<file path="src/sv/spao_pkg.sv">
`default_nettype none

package spao_pkg;

	// Width of one accumulator slice, held by one cell of the phase chain.
	localparam int unsigned SLICE_W = 8;

	// Reset values of the configuration register and the held quantities.
	localparam logic [31:0] STEP_RESET = 32'd97392;
	localparam logic [15:0] FREQ_RESET = 16'd440;
	localparam logic [15:0] AMP_RESET  = 16'd13107;

	// Peak magnitude of the sine table, Q1.15.
	localparam logic [15:0] FULL_SCALE = 16'd32767;

	// Rounding constant of the amplitude product.
	localparam logic [31:0] PROD_ROUND = 32'd32768;

	// Quarter turn in Q2.30.
	localparam longint unsigned HALF_PI_Q30 = 64'd1686629713;

	// Divisors of the odd Taylor terms, (2n)(2n+1) for n = 1 to 7.
	localparam longint unsigned TAYLOR_DIV [7] = '{
		64'd6, 64'd20, 64'd42, 64'd72, 64'd110, 64'd156, 64'd210
	};

	// Quarter-wave entry k of a table with 2^qbits entries:
	// round(32767 * sin(pi/2 * k / 2^qbits)), in integer arithmetic.
	function automatic logic [15:0] quarter_sine(input int unsigned k,
		input int unsigned qbits);
		longint unsigned x;
		longint unsigned x2;
		longint unsigned term;
		longint unsigned scaled;
		longint          sum;
		x = (HALF_PI_Q30 * longint'(k) + ((64'd1 << qbits) >> 1)) >> qbits;
		x2 = (x * x) >> 30;
		term = x;
		sum = longint'(x);
		for (int n = 0; n < 7; n++) begin
			term = ((term * x2) >> 30) / TAYLOR_DIV[n];
			if ((n & 1) == 0) begin
				sum = sum - longint'(term);
			end else begin
				sum = sum + longint'(term);
			end
		end
		if (sum < 0) begin
			sum = 0;
		end
		if (sum > (64'sd1 <<< 30)) begin
			sum = 64'sd1 <<< 30;
		end
		scaled = (longint'(sum) * 64'd32767 + (64'd1 << 29)) >> 30;
		return 16'(scaled);
	endfunction

endpackage

`default_nettype wire

</file>
<file path="src/sv/spao_cell.sv">
`default_nettype none

// One slice of the carry-pipelined phase accumulator. The cell holds its
// slice of the phase, adds its slice of the increment and the carry of the
// previous cell, and hands the request on with its carry one stage later.
module spao_cell
	import spao_pkg::*;
#(
	parameter int unsigned ACC_W = 32,
	parameter int unsigned K     = 0
) (
	input  wire logic             clk,
	input  wire logic             arst_n,
	input  wire logic             vld_in,
	output logic                  rdy_up,
	input  wire logic [ACC_W-1:0] inc_in,
	input  wire logic [ACC_W-1:0] phase_in,
	input  wire logic             carry_in,
	input  wire logic [15:0]      amp_in,
	output logic                  vld_out,
	input  wire logic             rdy_dn,
	output logic [ACC_W-1:0]      inc_out,
	output logic [ACC_W-1:0]      phase_out,
	output logic                  carry_out,
	output logic [15:0]           amp_out
);

	logic               en;
	logic [SLICE_W-1:0] acc_q;
	logic [SLICE_W:0]   sum;
	logic [ACC_W-1:0]   phase_nx;
	logic               vld_s1;
	logic [ACC_W-1:0]   inc_s1;
	logic [ACC_W-1:0]   phase_s1;
	logic               carry_s1;
	logic [15:0]        amp_s1;

	// The stage moves when it is empty or the next one takes its request.
	assign en     = !vld_s1 || rdy_dn;
	assign rdy_up = en;

	// Slice sum with the carry from the lower slice.
	assign sum = {1'b0, acc_q} + {1'b0, inc_in[K*SLICE_W +: SLICE_W]}
		+ {{SLICE_W{1'b0}}, carry_in};

	// The request leaves with this slice of the phase before the add.
	always_comb begin
		phase_nx = phase_in;
		phase_nx[K*SLICE_W +: SLICE_W] = acc_q;
	end

	// Control state: stage valid and the phase slice.
	always_ff @(posedge clk or negedge arst_n) begin
		if (!arst_n) begin
			vld_s1 <= 1'b0;
			acc_q  <= '0;
		end else if (en) begin
			vld_s1 <= vld_in;
			if (vld_in) begin
				acc_q <= sum[SLICE_W-1:0];
			end
		end
	end

	// Payload of the request as it passes this cell.
	always_ff @(posedge clk) begin
		if (en && vld_in) begin
			inc_s1   <= inc_in;
			phase_s1 <= phase_nx;
			carry_s1 <= sum[SLICE_W];
			amp_s1   <= amp_in;
		end
	end

	assign vld_out   = vld_s1;
	assign inc_out   = inc_s1;
	assign phase_out = phase_s1;
	assign carry_out = carry_s1;
	assign amp_out   = amp_s1;

endmodule

`default_nettype wire

</file>
<file path="src/sv/spao_shaper.sv">
`default_nettype none

// Sine lookup from the folded quarter-wave table and the amplitude product,
// in two pipeline stages.
module spao_shaper
	import spao_pkg::*;
#(
	parameter int unsigned TABLE_ADDR_BITS = 10
) (
	input  wire logic                       clk,
	input  wire logic                       arst_n,
	input  wire logic                       vld_in,
	output logic                            rdy_up,
	input  wire logic [TABLE_ADDR_BITS-1:0] addr,
	input  wire logic [15:0]                amp_in,
	output logic                            vld_out,
	input  wire logic                       rdy_dn,
	output logic [15:0]                     sample_out
);

	localparam int unsigned QB    = TABLE_ADDR_BITS - 2;
	localparam int unsigned QSIZE = 1 << QB;

	logic [15:0]   quarter_tab [QSIZE];
	logic [1:0]    quad;
	logic [QB-1:0] j;
	logic [QB-1:0] idx;
	logic [15:0]   mag_lut;
	logic          en_a;
	logic          en_b;
	logic          vld_s1;
	logic [15:0]   mag_s1;
	logic          neg_s1;
	logic [15:0]   amp_s1;
	logic [31:0]   prod;
	logic          vld_s2;
	logic [15:0]   mag_s2;
	logic          neg_s2;

	// Constant quarter-wave table.
	for (genvar k = 0; k < QSIZE; k++) begin : g_tab
		localparam logic [15:0] ENTRY = quarter_sine(k, QB);
		assign quarter_tab[k] = ENTRY;
	end

	// Fold the address: odd quadrants read the table backwards, and the
	// crest of the wave, which lies past the table's end, is full scale.
	assign quad = addr[TABLE_ADDR_BITS-1 -: 2];
	assign j    = addr[QB-1:0];
	assign idx  = quad[0] ? ({QB{1'b0}} - j) : j;

	always_comb begin
		if (quad[0] && (j == '0)) begin
			mag_lut = FULL_SCALE;
		end else begin
			mag_lut = quarter_tab[idx];
		end
	end

	// Rounded product of the amplitude and the sine magnitude.
	assign prod = {16'd0, amp_s1} * {16'd0, mag_s1} + PROD_ROUND;

	assign en_b   = !vld_s2 || rdy_dn;
	assign en_a   = !vld_s1 || en_b;
	assign rdy_up = en_a;

	// Stage valids.
	always_ff @(posedge clk or negedge arst_n) begin
		if (!arst_n) begin
			vld_s1 <= 1'b0;
			vld_s2 <= 1'b0;
		end else begin
			if (en_a) begin
				vld_s1 <= vld_in;
			end
			if (en_b) begin
				vld_s2 <= vld_s1;
			end
		end
	end

	// Lookup and product stages.
	always_ff @(posedge clk) begin
		if (en_a && vld_in) begin
			mag_s1 <= mag_lut;
			neg_s1 <= quad[1];
			amp_s1 <= amp_in;
		end
		if (en_b && vld_s1) begin
			mag_s2 <= prod[31:16];
			neg_s2 <= neg_s1;
		end
	end

	// The sign of the sine goes back on the scaled magnitude.
	assign vld_out    = vld_s2;
	assign sample_out = neg_s2 ? (16'd0 - mag_s2) : mag_s2;

endmodule

`default_nettype wire

</file>
<file path="src/sv/spao_out_buf.sv">
`default_nettype none

// Output register with a skid entry. The ready toward the pipeline is a
// register, so a stall on the sample side reaches the pipeline only through
// that register, and the skid entry catches the request already on its way.
module spao_out_buf (
	input  wire logic        clk,
	input  wire logic        arst_n,
	input  wire logic        vld_in,
	output logic             rdy_up,
	input  wire logic [15:0] data_in,
	output logic             out_valid,
	input  wire logic        out_stall,
	output logic [15:0]      out_data
);

	logic        main_vld_q;
	logic [15:0] main_data_q;
	logic        skid_vld_q;
	logic [15:0] skid_data_q;
	logic        take;
	logic        load;

	assign rdy_up = !skid_vld_q;
	assign take   = main_vld_q && !out_stall;
	assign load   = !skid_vld_q && vld_in;

	// Valid bits of the two entries.
	always_ff @(posedge clk or negedge arst_n) begin
		if (!arst_n) begin
			main_vld_q <= 1'b0;
			skid_vld_q <= 1'b0;
		end else if (skid_vld_q) begin
			if (take) begin
				skid_vld_q <= 1'b0;
			end
		end else if (!main_vld_q || take) begin
			main_vld_q <= vld_in;
		end else if (vld_in) begin
			skid_vld_q <= 1'b1;
		end
	end

	// Data of the two entries.
	always_ff @(posedge clk) begin
		if (skid_vld_q) begin
			if (take) begin
				main_data_q <= skid_data_q;
			end
		end else if (load) begin
			if (!main_vld_q || take) begin
				main_data_q <= data_in;
			end else begin
				skid_data_q <= data_in;
			end
		end
	end

	assign out_valid = main_vld_q;
	assign out_data  = main_data_q;

endmodule

`default_nettype wire

</file>
<file path="src/sv/sine_phase_accumulator_oscillator_unit.sv">
`default_nettype none

// Sine oscillator with a phase accumulator and a quarter-wave sine table.
// Each request on the req channel (req_valid, req_stall, freq_hz, amplitude)
// asks for one sample; a nonzero freq_hz or amplitude replaces the held
// value first, a zero keeps it. The sample channel (sample_valid,
// sample_stall, sample) returns held amplitude times the sine of the phase,
// after which the phase advances by held frequency times step_per_hz.
// A request moves when valid is high and stall is low on its channel.
// step_per_hz is written on the cfg channel (cfg_valid, cfg_ready, cfg_data);
// the user must write it only while no request is in flight, and the block
// itself does not enforce this; cfg_ready is always high. Throughput is one
// sample per cycle while sample_stall is low. From acceptance to sample_valid
// a request passes one stage for the increment product, one cell per 8-bit
// accumulator slice, the table lookup, the amplitude product, then the output
// register. Reset clears the phase to zero, holds 440 Hz and amplitude 13107,
// and sets step_per_hz to 97392. A stalled sample holds; the pipeline keeps
// accepting until it has filled behind it, then raises req_stall.
module sine_phase_accumulator_oscillator_unit
	import spao_pkg::*;
#(
	parameter int unsigned PHASE_BITS      = 32,
	parameter int unsigned TABLE_ADDR_BITS = 10
) (
	input  wire logic        clk,
	input  wire logic        arst_n,
	input  wire logic        req_valid,
	output logic             req_stall,
	input  wire logic [15:0] freq_hz,
	input  wire logic [15:0] amplitude,
	output logic             sample_valid,
	input  wire logic        sample_stall,
	output logic signed [15:0] sample,
	input  wire logic        cfg_valid,
	output logic             cfg_ready,
	input  wire logic [31:0] cfg_data
);

	localparam int unsigned NC    = (PHASE_BITS + SLICE_W - 1) / SLICE_W;
	localparam int unsigned ACC_W = NC * SLICE_W;

	logic [31:0]      step_q;
	logic [15:0]      held_freq_q;
	logic [15:0]      held_amp_q;
	logic [15:0]      f_sel;
	logic [15:0]      a_sel;
	logic [47:0]      prod;
	logic             en_s1;
	logic             vld_s1;
	logic [ACC_W-1:0] inc_s1;
	logic [15:0]      amp_s1;

	logic [NC:0]      ch_vld;
	logic [NC:0]      ch_rdy;
	logic [NC:0]      ch_carry;
	logic [ACC_W-1:0] ch_inc   [NC+1];
	logic [ACC_W-1:0] ch_phase [NC+1];
	logic [15:0]      ch_amp   [NC+1];

	logic             sh_vld;
	logic             sh_rdy;
	logic             sh_rdy_dn;
	logic [15:0]      sh_sample;
	logic [15:0]      out_data;

	// Configuration register.
	assign cfg_ready = 1'b1;

	always_ff @(posedge clk or negedge arst_n) begin
		if (!arst_n) begin
			step_q <= STEP_RESET;
		end else if (cfg_valid && cfg_ready) begin
			step_q <= cfg_data;
		end
	end

	// Field update: zero keeps the held value.
	assign f_sel = (freq_hz != 16'd0) ? freq_hz : held_freq_q;
	assign a_sel = (amplitude != 16'd0) ? amplitude : held_amp_q;
	assign prod  = {32'd0, f_sel} * {16'd0, step_q};

	assign en_s1     = !vld_s1 || ch_rdy[0];
	assign req_stall = !en_s1;

	always_ff @(posedge clk or negedge arst_n) begin
		if (!arst_n) begin
			held_freq_q <= FREQ_RESET;
			held_amp_q  <= AMP_RESET;
			vld_s1      <= 1'b0;
		end else if (en_s1) begin
			vld_s1 <= req_valid;
			if (req_valid) begin
				held_freq_q <= f_sel;
				held_amp_q  <= a_sel;
			end
		end
	end

	// Increment stage: the product reduced to the phase width.
	always_ff @(posedge clk) begin
		if (en_s1 && req_valid) begin
			inc_s1 <= ACC_W'(prod[PHASE_BITS-1:0]);
			amp_s1 <= a_sel;
		end
	end

	// Chain of accumulator cells, lowest slice first.
	assign ch_vld[0]   = vld_s1;
	assign ch_inc[0]   = inc_s1;
	assign ch_phase[0] = '0;
	assign ch_carry[0] = 1'b0;
	assign ch_amp[0]   = amp_s1;
	assign ch_rdy[NC]  = sh_rdy;

	for (genvar k = 0; k < NC; k++) begin : g_cell
		spao_cell #(
			.ACC_W (ACC_W),
			.K     (k)
		) u_cell (
			.clk       (clk),
			.arst_n    (arst_n),
			.vld_in    (ch_vld[k]),
			.rdy_up    (ch_rdy[k]),
			.inc_in    (ch_inc[k]),
			.phase_in  (ch_phase[k]),
			.carry_in  (ch_carry[k]),
			.amp_in    (ch_amp[k]),
			.vld_out   (ch_vld[k+1]),
			.rdy_dn    (ch_rdy[k+1]),
			.inc_out   (ch_inc[k+1]),
			.phase_out (ch_phase[k+1]),
			.carry_out (ch_carry[k+1]),
			.amp_out   (ch_amp[k+1])
		);
	end

	// Sine lookup and amplitude scaling on the top bits of the phase.
	spao_shaper #(
		.TABLE_ADDR_BITS (TABLE_ADDR_BITS)
	) u_shaper (
		.clk        (clk),
		.arst_n     (arst_n),
		.vld_in     (ch_vld[NC]),
		.rdy_up     (sh_rdy),
		.addr       (ch_phase[NC][PHASE_BITS-1 -: TABLE_ADDR_BITS]),
		.amp_in     (ch_amp[NC]),
		.vld_out    (sh_vld),
		.rdy_dn     (sh_rdy_dn),
		.sample_out (sh_sample)
	);

	// Output register and skid entry.
	spao_out_buf u_out_buf (
		.clk       (clk),
		.arst_n    (arst_n),
		.vld_in    (sh_vld),
		.rdy_up    (sh_rdy_dn),
		.data_in   (sh_sample),
		.out_valid (sample_valid),
		.out_stall (sample_stall),
		.out_data  (out_data)
	);

	assign sample = signed'(out_data);

endmodule

`default_nettype wire

</file>
<file path="config.mk">
export PLATFORM = sky130hd
export DESIGN_NAME = sine_phase_accumulator_oscillator_unit
export DESIGN_NICKNAME = d
export VERILOG_FILES = /design/src/sv/spao_pkg.sv /design/src/sv/spao_cell.sv /design/src/sv/spao_shaper.sv /design/src/sv/spao_out_buf.sv /design/src/sv/sine_phase_accumulator_oscillator_unit.sv
export SDC_FILE = /design/constraint.sdc
export NUM_CORES = 2
export LEC_CHECK = 0
export BUFFER_PORTS_ARGS = -buffer_cell sky130_fd_sc_hd__buf_2
export CAP_MARGIN = 20
export CORE_MARGIN = 2
export CORE_UTILIZATION = 40
export DETAILED_ROUTE_END_ITERATION = 10
export PLACE_DENSITY_LB_ADDON = 0.3
export SLEW_MARGIN = 20
export SYNTH_ARGS = -nofsm -noshare
export SYNTH_HDL_FRONTEND = slang
export SYNTH_SLANG_ARGS = --single-unit
</file>
<file path="constraint.sdc">
create_clock -name clk -period 6.44 [get_ports clk]
set_clock_uncertainty 0.05 [all_clocks]
set_input_delay 0.644 -clock clk [delete_from_list [all_inputs] [get_ports clk]]
set_output_delay 0.644 -clock clk [all_outputs]
set_load 0.01 [all_outputs]
</file>
# Word level (Yosys, flattened, before mapping)
# Memory sizes are Yosys's and may differ from the RTL's. A register that Yosys moved wholly into a read port is not among the register bits.
# Index checks and enable logic that the tools add are counted.
# classes
add_sub_neg	10
mul	2
n_eq_ne	1
n_mux	12
bitwise_logic	3
reduce_logical	42
# op_table
op	n
2-to-1 mux 16 bit	7
adder 32 x 16 -> 32 bit (second input constant)	1
multiplier 16 x 16 -> 32 bit	1
multiplier 16 x 32 -> 32 bit	1
nonzero test 16 bit	2
adder 8 x 8 -> 9 bit	3
adder 9 x 1 -> 9 bit	2
subtractor 1 x 16 -> 16 bit (first input constant)	1
AND reduction 2 bit	6
logical NOT 1 bit	11
logical AND 1 bit	10
NOT 8 -> 9 bit	1
adder 8 x 1 -> 8 bit	1
adder 8 bit	1
logical NOT 8 bit	1
logical OR 1 bit	8
2-to-1 mux 8 bit	1
subtractor 1 x 8 -> 8 bit (first input constant)	1
AND reduction 3 bit	2
2-to-1 mux 1 bit	4
nonzero test 2 bit	2
inequality test 2 bit (second input constant)	1
NOT 1 bit	2
# totals
regBits	462
romBits	4096
input_bits	69
elab_cells	109
mem_count	1
# mem_list
name	words	word_bits	read_ports	rd_ports_with_merged_regs	write_ports	line	text
(no name shown)	256	16	1	1	0	spao_shaper.sv:56	mag_lut = quarter_tab[idx];

# Longest topological paths before layout
# depth
ltp_word	9
ltp_mapped	29

# Cells and area by module
# Synthesis repeated with hierarchy kept, for this count alone.
# hier_totals
hier_cells	4094
hier_area_um2	44320.0
# modules_own_cells
module	instances	cells_each	area_each_um2
sine_phase_accumulator_oscillator_unit	1	1616	15720.1
spao_shaper	1	1791	14570.2
spao_cell	4	156	3175.5
spao_out_buf	1	63	1327.5

# Least setup slack after synthesis
# Ideal clock, no wire load.
# synth_path
path_kind	input -> register
from	in freq_hz[13]
to	reg inc_s1[31] (data pin)
setup_ns	0.260
arrival_ns	7.019
required_time_ns	6.130
path_slack_ns	-0.889
cell_stages	29
path_buffers	5
cell_sequence	nor4_1 and4_1 buf_2 buf_2 a21o_1 clkbuf_1 clkbuf_1 and2_1 fa_1 inv_1 fa_1 fa_1 inv_1 fa_1 fa_1 inv_1 fa_1 inv_1 ha_1 clkbuf_1 nand3_1 nor2_1 nand3_1 o221ai_1 o211a_1 nor2_1 a211oi_1 a31o_2 xnor2_1
# synth_between
elab_chain_cells	3
# synth_lines
item	line	text
start: declaration	sine_phase_accumulator_oscillator_unit.sv:29	input wire logic [15:0] freq_hz,
nonzero test 16 bit	sine_phase_accumulator_oscillator_unit.sv:78	assign f_sel = (freq_hz != 16'd0) ? freq_hz : held_freq_q;
2-to-1 mux 16 bit (*)	sine_phase_accumulator_oscillator_unit.sv:78	
multiplier 16 x 32 -> 32 bit (*)	sine_phase_accumulator_oscillator_unit.sv:80	assign prod = {32'd0, f_sel} * {16'd0, step_q};
via prod[31]	sine_phase_accumulator_oscillator_unit.sv:47	logic [47:0] prod;
end signal: assignment	sine_phase_accumulator_oscillator_unit.sv:102	inc_s1 <= ACC_W'(prod[PHASE_BITS-1:0]);
end: declaration	sine_phase_accumulator_oscillator_unit.sv:50	logic [ACC_W-1:0] inc_s1;
# Mark *: on every way through the listed nets, which the timed path passes. The rest lies on a longest branch.
# A chain may end at the register's enable or synchronous reset.

# Final worst setup path
# layout_path
from	in freq_hz[11]
to	reg inc_s1[28] (data pin)
# Same word-level chain as after synthesis.

==> flow_summary.yaml <==
worst_setup_path:
  cp_max_fo: 13
  worst-path-buf-inv: 7
  crit_family: "adder cells"
  cp-end-kind: "register"
  critPathKind: "in -> reg"
  crit_top_cell: "fa_1"
  cpMaxStageDelayCell: "fa_1"
  critPathMaxStageDelay_ps: 550
  worstPathRequired_ps: 6730
  crit_path_start_kind: "input port"
  crit_arrival_ps: 6840
layout:
  final_nets: 4780
  drive_above_1_share: 0.174
  layout.cells.non_filler: 5269
  synthToLayoutAreaGrowth_pct: 15.5
timing:
  drv_slew: 0
  hold_viol_final: 0
  setup_viol: 2
  fin_crit_sh: 1.02
  relSlewSlack: 0.296
  max_clock_freq_mhz: 153
  layout_min_cycle_time_ps: 6550
  layout_setup_ws_ps: -113
  rsz0062_at_grt: "true"
  worst-slew-pin-transition_ps: 1050
route:
  drc: 0
  drt-pass1-iter-count: 5
  postRouteAntennaNets: 0
  wl_per_cell_um: 17.9
  wirelength_mm: 94.5
  vias_per_cell: 5.21
  vias: 27400
  drtIter0Drc: 1835
synth:
  synth_top_cell_by_area: "fa_1"
  synth_top_area_frac: 0.264
  ys_seq_elements: 361
  ys_seq_area_frac: 0.277
  synth-main-ff-cell: "edfxtp_1"
  yosys.cell_types.count: 85
  synth_nets: 4559
  avgSynthCellArea_um2: 9.92
  synthArstFlopShare: 0.291
  syn_area_um2: 37300
  ys_warn_count: 0
  syn_inst: 3763
  synth_edf_count: 256
  yosys-top-cells-area: "fa_1 (26%), edfxtp_1 (21%), ha_1 (7.9%)"
clock_network:
  cts_sinks: 361
  cts_tree: "done"
  path_clk_slew_ps: 70
  insertion_delay_ps: 590
  cts_buffers: 40
  clockBufferDepth: 3
  htreeDepth: 2
  clock_tree.root_cell: "clkbuf_16"
grt:
  grt_pass1_vias: 28800
  antenna_found_initial: 5
  track_usage: 0.203
  grt_first_pass_wirelength_mm: 155
  grt_max_degree: 75
  grt.overflow.total: 0
floorplanning:
  rows: 112
  core_um2: 92900
  pin_count: 88
  start_util: 0.402
  fp.dieArea_um2: 95800
  die_w_um: 310
  die_y_um: 310
hold_path:
  min-delay-path-class: "in -> reg"
placed_design:
  port_buffers: 86
  dp.cells: 5172
  place.gp.congestion: 0.989
  pre_cts_ws_ps: -983
  place.detailed.hpwl_mm: 72.4
run:
  max-cap-violations: 0
status:
  status: "finished, violations left"
  violations: "setup timing"
==> area by class of cell <==
type                            instances  area (µm²)
Clock inverter                         20         264
Inverter                              624        2340
Clock buffer                           52        1110
Tap cell                             1254        1570
Multi-Input combinational cell       2579       24500
Fill cell                            8690       49800
Antenna cell                            1        2.50
Sequential cell                       361       10300
Timing Repair Buffer                  378        2980
==> logic make-up after synthesis <==
family,after synthesis,share of synthesized area
buf+inv,823,0.0851
flops,361,0.277
mux,87,0.0271
fa+ha+maj,727,0.342
simple gates,1046,0.134
xor+xnor,110,0.0268
other cells,1,0.000100
compound gates,608,0.107
==> cell usage after synthesis, types with 83 or more instances <==
master / instances
inv_1: 620
ha_1: 235
nor2_1: 104
and2_1: 288
a21oi_1: 142
mux2_2: 83
fa_1: 492
nand2_1: 493
clkbuf_1: 134
dfrtp_1: 83
edfxtp_1: 256
o21ai_0: 135
==> cells in the final DEF (no fill, tap or decap), drive strengths merged, types with 22 or more instances in the layout <==
master / count
edfxtp: 256
buf: 376
and2: 288
a21oi: 142
a21o: 68
clkbuf: 53
xnor2: 74
a211oi: 31
o21ai: 146
ha: 235
nor2: 107
fa: 492
o211ai: 28
mux2: 83
nor3: 39
dfstp: 22
nand3: 36
dfrtp: 83
nand2: 493
xor2: 35
inv: 626
==> per-layer routing <==
layer	wire length, µm	GRT usage	part of all wire	vias to the layer above
li1	-	-	-	12700
met1	40900	0.269	0.43	13700
met2	44300	0.335	0.47	835
met3	5940	0.0358	0.063	211
met4	3280	0.0698	0.035	6
met5	37	0	0.00039	-
==> worst paths after layout <==
| check | from | end | slack, ps | cells after the start |
|---|---|---|---|---|
| max | freq_hz[11] | inc_s1[28] | -110 | 25 |
| min | cfg_data[24] | step_q[24] | 240 | 2 |
| min reg2reg | g_cell[0].u_cell.inc_out[19] | g_cell[1].u_cell.inc_out[19] | 360 | 0 |
| min in group asynchronous | arst_n | step_q[24] | 430 | 2 |
| max reg2reg | u_shaper.mag_s1[2] | u_shaper.mag_s2[15] | 100 | 22 |
| max in group asynchronous | arst_n | g_cell[0].u_cell.acc_q[1] | 4940 | 3 |
==> per-stage QoR <==
| stage | TNS (ps) | cell area (µm²) | utilization | hold WS, ps |
|---|---|---|---|---|
| 6_report | -220 | 43100 | 0.464 | 235 |
| 5_1_grt | -2050 | 43100 | 0.464 | 211 |
| 4_1_cts | -414 | 42500 | 0.457 | 193 |
| 3_5_place_dp | -12790 | 40800 | 0.439 | 355 |
| 3_3_place_gp | -9500 | 40800 | 0.439 | 350 |
| 2_1_floorplan | -2460 | 37500 | - | 298 |
==> sequential cells by signal, summed over array words and instances, names as in the netlist <==
signal / count
amp_s1: 16
g_cell.u_cell.amp_out: 64
held_amp_q: 16
u_shaper.amp_s1: 16
g_cell.u_cell.carry_out: 3
u_out_buf.out_valid: 1
step_q: 32
vld_s1: 1
u_shaper.mag_s1: 15
u_out_buf.skid_vld_q: 1
u_shaper.vld_out: 1
g_cell.u_cell.inc_out: 48
u_shaper.vld_s1: 1
u_out_buf.skid_data_q: 16
held_freq_q: 16
u_shaper.neg_s2: 1
inc_s1: 32
g_cell.u_cell.vld_out: 4
g_cell.u_cell.phase_out: 12
g_cell.u_cell.acc_q: 32
u_shaper.neg_s1: 1
u_shaper.mag_s2: 16
u_out_buf.out_data: 16
==> worst register-to-register path, cell delays in order, from the launching register on <==
cell,delay [ps]
edfxtp_1,490
buf_6,170
nand2_4,50
fa_1,550
inv_2,40
fa_1,520
inv_1,50
fa_1,520
inv_2,50
fa_1,480
inv_1,50
fa_1,470
inv_1,50
fa_1,430
ha_1,330
o21a_1,220
a2111oi_2,390
a32oi_2,190
a31oi_2,260
o21ai_2,110
a211o_1,300
a31oi_2,210
xnor2_1,90
==> what timing repair did <==
action,in CTS,in global routing
pin swaps,21,78
endpoints found under the setup margin,15,21
resized for setup,52,128
cloned,2,1
setup buffers,10,10
hold endpoints to repair,10,0
hold buffers,1,0
Power is left out: the tool's default activity adds up to more than one toggle a clock period on the data nets, which glitch-free logic cannot reach.
